[config.mk]
export PLATFORM = sky130hd
export DESIGN_NAME = magma_round
export DESIGN_NICKNAME = d
export VERILOG_FILES = /design/src/magma_pkg.sv /design/src/magma_round.sv
export SDC_FILE = /design/constraint.sdc
export NUM_CORES = 1
export LEC_CHECK = 0
export BUFFER_PORTS_ARGS = -buffer_cell sky130_fd_sc_hd__buf_2
export CAP_MARGIN = 20
export CORE_ASPECT_RATIO = 0.9
export CORE_MARGIN = 2
export CORE_UTILIZATION = 35
export DETAILED_ROUTE_END_ITERATION = 12
export GPL_ROUTABILITY_DRIVEN = 0
export PLACE_DENSITY = 0.58
export SLEW_MARGIN = 20
export SYNTH_ARGS = -nofsm -noshare
export SYNTH_HDL_FRONTEND = slang
export SYNTH_SLANG_ARGS = --single-unit
[constraint.sdc]
create_clock -name clk -period 0.85 [get_ports clk]
set_input_delay 0.17 -clock clk [delete_from_list [all_inputs] [get_ports clk]]
set_output_delay 0.17 -clock clk [all_outputs]
set_load 0.05 [all_outputs]
[src/magma_pkg.sv]
// Shared types, S-box table and round functions for the Magma block cipher.
// No dependencies; imported by magma_round and magma_block_cipher.
`timescale 1ns / 1ps
`default_nettype none
package magma_pkg;

	localparam int ROUNDS    = 32;
	localparam int NUM_KEYS  = 8;
	localparam int HALF_W    = 32;
	localparam int BLOCK_W   = 2 * HALF_W;
	localparam int KEY_IDX_W = $clog2(NUM_KEYS);
	localparam int ADDR_W    = KEY_IDX_W + 2;
	localparam int ROT_AMT   = 11;
	localparam int FWD_ROUNDS = 24;

	localparam logic MODE_ENC = 1'b0;
	localparam logic MODE_DEC = 1'b1;

	typedef logic [HALF_W-1:0] half_t;
	typedef logic [KEY_IDX_W-1:0] key_idx_t;

	typedef struct packed {
		logic valid;
		logic mode;
	} pipe_ctl_t;

	typedef logic [3:0] sbox_row_t [16];

	localparam sbox_row_t SBOX [NUM_KEYS] = '{
		'{4'd12, 4'd4,  4'd6,  4'd2,  4'd10, 4'd5,  4'd11, 4'd9,
		  4'd14, 4'd8,  4'd13, 4'd7,  4'd0,  4'd3,  4'd15, 4'd1},
		'{4'd6,  4'd8,  4'd2,  4'd3,  4'd9,  4'd10, 4'd5,  4'd12,
		  4'd1,  4'd14, 4'd4,  4'd7,  4'd11, 4'd13, 4'd0,  4'd15},
		'{4'd11, 4'd3,  4'd5,  4'd8,  4'd2,  4'd15, 4'd10, 4'd13,
		  4'd14, 4'd1,  4'd7,  4'd4,  4'd12, 4'd9,  4'd6,  4'd0},
		'{4'd12, 4'd8,  4'd2,  4'd1,  4'd13, 4'd4,  4'd15, 4'd6,
		  4'd7,  4'd0,  4'd10, 4'd5,  4'd3,  4'd14, 4'd9,  4'd11},
		'{4'd7,  4'd15, 4'd5,  4'd10, 4'd8,  4'd1,  4'd6,  4'd13,
		  4'd0,  4'd9,  4'd3,  4'd14, 4'd11, 4'd4,  4'd2,  4'd12},
		'{4'd5,  4'd13, 4'd15, 4'd6,  4'd9,  4'd2,  4'd12, 4'd10,
		  4'd11, 4'd7,  4'd8,  4'd1,  4'd4,  4'd3,  4'd14, 4'd0},
		'{4'd8,  4'd14, 4'd2,  4'd5,  4'd6,  4'd9,  4'd1,  4'd12,
		  4'd15, 4'd4,  4'd11, 4'd0,  4'd13, 4'd10, 4'd3,  4'd7},
		'{4'd1,  4'd7,  4'd14, 4'd13, 4'd0,  4'd5,  4'd8,  4'd3,
		  4'd4,  4'd15, 4'd10, 4'd6,  4'd9,  4'd12, 4'd11, 4'd2}
	};

	function automatic half_t subst_word(input half_t x);
		half_t y;
		y = '0;
		for (int n = 0; n < NUM_KEYS; n++) begin
			y[4*n +: 4] = SBOX[n][x[4*n +: 4]];
		end
		return y;
	endfunction

	function automatic half_t round_fn(input half_t half, input half_t k);
		half_t s;
		s = subst_word(half + k);
		return {s[HALF_W-1-ROT_AMT:0], s[HALF_W-1:HALF_W-ROT_AMT]};
	endfunction

	function automatic key_idx_t key_index(input int r);
		key_idx_t low;
		low = key_idx_t'(r % NUM_KEYS);
		return (r < FWD_ROUNDS) ? low : key_idx_t'(NUM_KEYS - 1) - low;
	endfunction

endpackage
`default_nettype wire

[src/magma_round.sv]
// One Feistel round of Magma as a single pipeline stage.
// Depends on magma_pkg for the round function and control struct.
`timescale 1ns / 1ps
`default_nettype none
module magma_round
	import magma_pkg::*;
(
	input  wire logic      clk,
	input  wire logic      arst_n,
	input  wire logic      en,
	input  wire pipe_ctl_t ctl_in,
	input  wire half_t     a1_in,
	input  wire half_t     a0_in,
	input  wire half_t     key_enc,
	input  wire half_t     key_dec,
	output pipe_ctl_t      ctl_out,
	output half_t          a1_out,
	output half_t          a0_out
);

	pipe_ctl_t ctl_s1;
	half_t     a1_s1;
	half_t     a0_s1;
	half_t     rkey;

	assign rkey = (ctl_in.mode == MODE_DEC) ? key_dec : key_enc;

	always_ff @(posedge clk or negedge arst_n) begin
		if (!arst_n) begin
			ctl_s1 <= '0;
		end else if (en) begin
			ctl_s1 <= ctl_in;
		end
	end

	always_ff @(posedge clk) begin
		if (en) begin
			a1_s1 <= a0_in;
			a0_s1 <= a1_in ^ round_fn(a0_in, rkey);
		end
	end

	assign ctl_out = ctl_s1;
	assign a1_out  = a1_s1;
	assign a0_out  = a0_s1;

endmodule
`default_nettype wire
Word level (Yosys, flattened, before mapping)

Memory sizes are Yosys's and may differ from the RTL's.
Cells that the tools add are included.

Input port bits: 133
Word-level logic and storage cells: 47
Register bits after elaboration: 66
Memories kept: 8
ROM bits: 512

Memory list:

| name            | depth | bits a word | rd ports | clocked after Yosys merged registers in | wr ports | line            | text |
|---|---|---|---|---|---|---|---|
| (no name shown) | 16    | 4           | 1        | 0                                       | 0        | magma_pkg.sv:52 | `y[4*n +: 4] = SBOX[n][x[4*n +: 4]];` |
| (no name shown) | 16    | 4           | 1        | 0                                       | 0        | magma_pkg.sv:52 |  |
| (no name shown) | 16    | 4           | 1        | 0                                       | 0        | magma_pkg.sv:52 |  |
| (no name shown) | 16    | 4           | 1        | 0                                       | 0        | magma_pkg.sv:52 |  |
| (no name shown) | 16    | 4           | 1        | 0                                       | 0        | magma_pkg.sv:52 |  |
| (no name shown) | 16    | 4           | 1        | 0                                       | 0        | magma_pkg.sv:52 |  |
| +2 memories     | -     | -           | -        | -                                       | -        | -               |  |

Add/sub/neg operators: 1
Order comparisons: 8
Multiplexer cells: 17
Bitwise gates (word level): 9

Operators by type and width:

| cell                                       | count |
|---|---|
| 4-bit two-way mux                          | 16 |
| 5-bit >= comparator, second input constant | 8 |
| 4-bit NOT with 5-bit output                | 8 |
| 32-bit adder                               | 1 |
| 32-bit two-way mux                         | 1 |
| 32-bit XOR                                 | 1 |

Longest topological paths before layout

Depth in word-level cells: 7
Gate-level depth with buffers: 19
Gate-level depth less buffers: 17

Worst setup path before layout

No wires, ideal clock.

Kind: input to register
Start point: input ctl_in[0] (netlist name)
End point: register a0_s1[8] (netlist: a0_out[8]), data pin
Setup time: 0.257 ns
Path slack: -3.650 ns
Data arrival time: 4.243 ns
Stages on the path: 17
Cells stage by stage: clkbuf_1 > clkbuf_1 > mux2_2 > ha_1 > buf_2 > nand2_1 > nor4_2 > nor2_1 > a221oi_2 > nor3_2 > o31ai_2 > nor2_1 > xnor2_1 > ha_1 > mux2_4 > a221o_1 > xor2_1

Longest elaborated chain between the ends: 7

RTL lines:

| what                                                  | line              | text |
|---|---|---|
| start, declared                                       | magma_round.sv:11 | `input wire pipe_ctl_t ctl_in,` |
| 32-bit two-way mux                                    | magma_round.sv:26 | `assign rkey = (ctl_in.mode == MODE_DEC) ? key_dec : key_enc;` |
| 32-bit adder                                          | magma_pkg.sv:59   | `s = subst_word(half + k);` |
| 4-bit NOT with 5-bit output (implied by the code)     | magma_pkg.sv:52   |  |
| memory read 16 x 4 bit                                | -                 |  |
| 4-bit two-way mux (implied by the code) (2 in series) | magma_pkg.sv:52   |  |
| 32-bit XOR                                            | magma_round.sv:39 | `a0_s1 <= a1_in ^ round_fn(a0_in, rkey);` |
| end signal, assigned                                  | magma_round.sv:39 |  |
| end, declared                                         | magma_round.sv:23 | `half_t a0_s1;` |

No other way between the ends. The select of a mux whose other input is x is not followed.
A chain may end at the register's enable or synchronous reset.

Worst setup path in the final report

Ends and elaborated chain as after synthesis.

==> impl_results.html <==
<table>
<tr><th>Metric</th><th>Value</th></tr>
<tr><th colspan="2">Route</th></tr>
<tr><td>Via count</td><td>around 5,500</td></tr>
<tr><td>Number of search-and-repair iterations in the first detailed-routing pass</td><td>4</td></tr>
<tr><td>Post-route antenna net violation count</td><td>0</td></tr>
<tr><td>Starting DRT DRC Count</td><td>about 200</td></tr>
<tr><td>Post-detailed-routing wire length</td><td>18,000 µm</td></tr>
<tr><td>Routed wirelength normalized by instance count</td><td>approximately 16 µm</td></tr>
<tr><td>DRC violations left</td><td>0</td></tr>
<tr><td>Average vias per placed instance</td><td>around 5</td></tr>
<tr><th colspan="2">Job</th></tr>
<tr><td>Max_cap viols</td><td>0</td></tr>
<tr><th colspan="2">Worst setup path</th></tr>
<tr><td>Setup Crit Path Kind</td><td>input port to flop</td></tr>
<tr><td>R2R Path Start</td><td>ctl_out[0]$_DFFE_PN0P_</td></tr>
<tr><td>Data arrival time of the worst path</td><td>about 3600 ps</td></tr>
<tr><td>Type of element capturing the critical path</td><td>flop</td></tr>
<tr><td>Cell-by-cell trace of the critical path</td><td>buf_12, buf_12, mux2_2, ha_4, nand4_1, a211o_1, a221oi_4, nor3_4, o31ai_4, nor2_2, xnor2_4, ha_4, mux2_4, a221o_1, xor2_1</td></tr>
<tr><td>Worst R2R Setup Slack</td><td>about 70 ps</td></tr>
<tr><td>Data required time at the worst endpoint</td><td>940 ps</td></tr>
<tr><td>End of the worst register-to-register path</td><td>ctl_out[0]$_DFFE_PN0P_</td></tr>
<tr><td>Worst path max stage delay</td><td>390 ps</td></tr>
<tr><td>Slowest cell on the critical path</td><td>sky130_fd_sc_hd__a211o_1</td></tr>
<tr><td>Buf+Inv Stages, Crit Path</td><td>2</td></tr>
<tr><td>Critical path fanouts, max</td><td>8</td></tr>
<tr><td>CP top delay family</td><td>compound AO/OA/AOI/OAI gates</td></tr>
<tr><td>Type of origin of the critical path</td><td>input port</td></tr>
<tr><td>Register-to-Register Path Depth</td><td>1</td></tr>
<tr><th colspan="2">Logic synthesis</th></tr>
<tr><td>Prevailing post-synth register cell</td><td>sky130_fd_sc_hd__edfxtp_1</td></tr>
<tr><td>Net count after synthesis</td><td>approximately 730</td></tr>
<tr><td>Most numerous cell in the Yosys netlist</td><td>sky130_fd_sc_hd__ha_1</td></tr>
<tr><td>Async S/R FF share, synth</td><td>~3%</td></tr>
<tr><td>Count of flip-flops with a built-in enable after synthesis</td><td>64</td></tr>
<tr><td>Post-synthesis area per instance</td><td>10.6 µm²</td></tr>
<tr><td>Top area cells in the synthesized netlist</td><td>sky130_fd_sc_hd__edfxtp_1 34%, sky130_fd_sc_hd__ha_1 15%, sky130_fd_sc_hd__xnor2_1 6.7%, sky130_fd_sc_hd__mux2_2 6.6%, sky130_fd_sc_hd__mux4_2 3.6%</td></tr>
<tr><td>Share of the yosys chip area belonging to registers</td><td>between 30% and 40%</td></tr>
<tr><td>Proportion of netlist area held by the largest area contributor</td><td>between 30% and 40%</td></tr>
<tr><td>Most instantiated cells after synthesis</td><td>67 x sky130_fd_sc_hd__ha_1, 64 x sky130_fd_sc_hd__edfxtp_1, 43 x sky130_fd_sc_hd__xnor2_1</td></tr>
<tr><td>Post-Syn Instances</td><td>531</td></tr>
<tr><td>Cell type with the largest total area after synthesis</td><td>sky130_fd_sc_hd__edfxtp_1</td></tr>
<tr><td>Number of synthesized register bits</td><td>66</td></tr>
<tr><td>Number of library cell types mapped by synthesis</td><td>62</td></tr>
<tr><td>Mapped Area</td><td>between 5000 and 6000 µm²</td></tr>
<tr><td>Synth Warn #</td><td>0</td></tr>
<tr><th colspan="2">Timing</th></tr>
<tr><td>Fin Clk Skew</td><td>0 ps</td></tr>
<tr><td>Worst path setup slack after routing</td><td>-2680 ps</td></tr>
<tr><td>Tightest Pin Transition</td><td>approximately 450 ps</td></tr>
<tr><td>Unrepaired setup endpoints after global routing</td><td>true</td></tr>
<tr><td>Share of the clock period used by the worst path after layout</td><td>415%</td></tr>
<tr><td>Setup violators final</td><td>between 90 and 100</td></tr>
<tr><td>Min Clock Period, post-route</td><td>approximately 3500 ps</td></tr>
<tr><td>Max-slew violation count</td><td>0</td></tr>
<tr><td>Relative max-transition margin</td><td>69.7%</td></tr>
<tr><td>Maximum clock frequency</td><td>283 MHz</td></tr>
<tr><td>Fin Hold WS</td><td>between 20 and 30 ps</td></tr>
<tr><td>Final hold violation count</td><td>0</td></tr>
<tr><th colspan="2">Min path</th></tr>
<tr><td>Start point of the worst hold path</td><td>a0_in[26]</td></tr>
<tr><td>Hold Crit Class</td><td>input port to flop</td></tr>
<tr><td>Hold-critical path depth</td><td>1</td></tr>
<tr><td>Worst Hold Path EP</td><td>a1_out[26]$_DFFE_PP_</td></tr>
<tr><th colspan="2">Die</th></tr>
<tr><td>Floorplan row count</td><td>44</td></tr>
<tr><td>Area of the core</td><td>approximately 16,000 µm²</td></tr>
<tr><td>Die Footprint</td><td>roughly 17,000 µm²</td></tr>
<tr><td>Starting density of the core</td><td>35.4%</td></tr>
<tr><td>Vertical die dimension</td><td>125 µm</td></tr>
<tr><td>Die X-Extent</td><td>about 140 µm</td></tr>
<tr><td>Number of top-level design ports</td><td>approximately 200</td></tr>
<tr><th colspan="2">Place</th></tr>
<tr><td>Count of buffers inserted at the top-level ports</td><td>198</td></tr>
<tr><td>Post-Place Setup Slack</td><td>-3310 ps</td></tr>
<tr><td>HPWL after DPL</td><td>between 10,000 and 15,000 µm</td></tr>
<tr><th colspan="2">Global route</th></tr>
<tr><td>Overflow left after global routing</td><td>0</td></tr>
<tr><td>Number of antenna violations at the first check in global routing</td><td>0</td></tr>
<tr><td>Number of global-route vias before repair</td><td>6,017</td></tr>
<tr><td>Global Route Usage Sum</td><td>roughly a fifth</td></tr>
<tr><td>Pin count of the biggest net entering global routing</td><td>20</td></tr>
<tr><td>First-pass GRT wire length</td><td>approximately 28,000 µm</td></tr>
<tr><th colspan="2">Clocking</th></tr>
<tr><td>Clock tree from TritonCTS</td><td>done</td></tr>
<tr><td>Clock root buffer</td><td>sky130_fd_sc_hd__clkbuf_16</td></tr>
<tr><td>Number of H-tree levels</td><td>3</td></tr>
<tr><td>CTS max path bufs</td><td>2</td></tr>
<tr><td>CTS Sinks</td><td>66</td></tr>
<tr><td>Clock insertion delay at the later pin of the skew report</td><td>roughly 340 ps</td></tr>
<tr><td>CTS clk-pin slew, worst paths</td><td>50 ps</td></tr>
<tr><td>Number of buffers added by the clock tree synthesis step</td><td>9</td></tr>
<tr><th colspan="2">Cells and area</th></tr>
<tr><td>Final core area utilization</td><td>around 63%</td></tr>
<tr><td># nets final</td><td>1,103</td></tr>
<tr><td>Number of diodes</td><td>0</td></tr>
<tr><td>Fraction of final layout cells sized beyond drive strength 1</td><td>between 60 and 70%</td></tr>
<tr><td>Area delta synth-&gt;final</td><td>78.4%</td></tr>
<tr><th colspan="2">Status</th></tr>
<tr><td>Result of the run</td><td>finished, violations left</td></tr>
<tr><td>Violated checks</td><td>negative setup slack</td></tr>
<tr><th colspan="2">Pwr</th></tr>
<tr><td>Power, Total</td><td>23.1 mW</td></tr>
<tr><td>Largest voltage drop on the vdd net</td><td>0.00142 V</td></tr>
<tr><td>Power per Cell Area</td><td>2300 nW/µm²</td></tr>
<tr><td>Total leakage power</td><td>about 4.4 nW</td></tr>
</table>
layout by cell type, fill, tap and decap left out, types with 4 or more instances in the layout:
cell type / instances
sky130_fd_sc_hd__buf_4: 145
sky130_fd_sc_hd__buf_2: 131
sky130_fd_sc_hd__buf_6: 88
sky130_fd_sc_hd__edfxtp_1: 64
sky130_fd_sc_hd__ha_1: 36
sky130_fd_sc_hd__xnor2_1: 31
sky130_fd_sc_hd__inv_1: 30
sky130_fd_sc_hd__nand2_1: 27
sky130_fd_sc_hd__mux2_2: 26
sky130_fd_sc_hd__ha_4: 23
sky130_fd_sc_hd__a21oi_1: 18
sky130_fd_sc_hd__nor2_1: 16
sky130_fd_sc_hd__a21oi_2: 16
sky130_fd_sc_hd__xor2_1: 15
sky130_fd_sc_hd__inv_2: 11
sky130_fd_sc_hd__o21ai_0: 11
sky130_fd_sc_hd__nand3_1: 11
sky130_fd_sc_hd__mux4_2: 10
sky130_fd_sc_hd__nor2_2: 9
sky130_fd_sc_hd__xnor2_2: 9
sky130_fd_sc_hd__clkbuf_16: 9
sky130_fd_sc_hd__mux2_4: 8
sky130_fd_sc_hd__a21o_1: 8
sky130_fd_sc_hd__ha_2: 8
sky130_fd_sc_hd__buf_12: 7
sky130_fd_sc_hd__o211ai_1: 6
sky130_fd_sc_hd__mux2i_1: 6
sky130_fd_sc_hd__o21a_1: 5
sky130_fd_sc_hd__o21ai_1: 5
sky130_fd_sc_hd__nand2b_1: 5
sky130_fd_sc_hd__a31oi_1: 5
sky130_fd_sc_hd__nor3_1: 5
sky130_fd_sc_hd__nor3_2: 4
sky130_fd_sc_hd__o21ai_2: 4
sky130_fd_sc_hd__xor2_2: 4
sky130_fd_sc_hd__and2_4: 4
sky130_fd_sc_hd__xnor2_4: 4
sky130_fd_sc_hd__or3_1: 4
sky130_fd_sc_hd__a211oi_2: 4
sky130_fd_sc_hd__clkbuf_8: 4
per-layer routing:
layer | up-vias | share of wire, % | routed length [µm] | global-route usage (%)
li1 | 2688 | - | - | -
met1 | 2678 | 39 | 7060 | 23.5
met2 | 152 | 53 | 9610 | 37.4
met3 | 28 | 5.2 | 931 | 4.52
met4 | 0 | 2.1 | 373 | 6.90
met5 | - | 0 | 0 | 0
sequential cells by signal, indices dropped and copies added (netlist names):
signal,flops
a0_out,32
a1_out,32
ctl_out,2
cell type report:
type | count | area, µm²
fill | 1265 | 5880
multi-input combinational | 410 | 4480
timing repair buffer | 373 | 2910
sequential | 66 | 1970
clock buffer | 14 | 284
tap | 207 | 259
inverter | 42 | 160
clock inverter | 2 | 10.0
how the worst max path moves through the flow:
stage	cells after the start	to	slack, ps	start
2_1_floorplan	18	a0_out[8]$_DFFE_PP_	-3200	ctl_in[0]
3_3_place_gp	18	a0_out[8]$_DFFE_PP_	-3170	ctl_in[0]
3_5_place_dp	18	a0_out[8]$_DFFE_PP_	-3310	ctl_in[0]
4_1_cts	15	a0_out[8]$_DFFE_PP_	-2600	ctl_in[0]
5_1_grt	17	a0_out[8]$_DFFE_PP_	-2790	ctl_in[0]
6_report	15	a0_out[8]$_DFFE_PP_	-2680	ctl_in[0]
timing repair:
action,CTS,global route
resized for setup,271,52
gates cloned,2,0
pin swaps,65,37
setup buffers,22,12
setup endpoints to repair,98,98
hold endpoints to repair,2,0
hold buffers,1,0
through the flow:
step,std cells,cell area [µm²],setup TNS [ps]
after floorplan,531,5870,-78600
after global placement,1066,8140,-89600
after detailed placement,1066,8140,-93200
after CTS,1105,9780,-85920
after global routing,1114,10100,-92120
final,1114,10100,-86100
kinds of logic after synthesis:
| logic type | Yosys count | share of synthesized area, % |
|---|---|---|
| compound gates | 116 | 14.2 |
| buf+inv | 55 | 3.68 |
| fa+ha+maj | 68 | 15.2 |
| simple gates | 107 | 9.19 |
| mux | 54 | 12.7 |
| flops | 66 | 34.9 |
| xor+xnor | 65 | 10.2 |
where the power goes:
part / internal (mW) / total [mW] / switching, mW
clock: 2.28 / 3.66 / 1.38
sequential: 4.59 / 4.92 / 0.330
combinational: 6.98 / 14.6 / 7.59
total: 13.8 / 23.1 / 9.30
No activity file was read; power rests on OpenSTA's default activity.
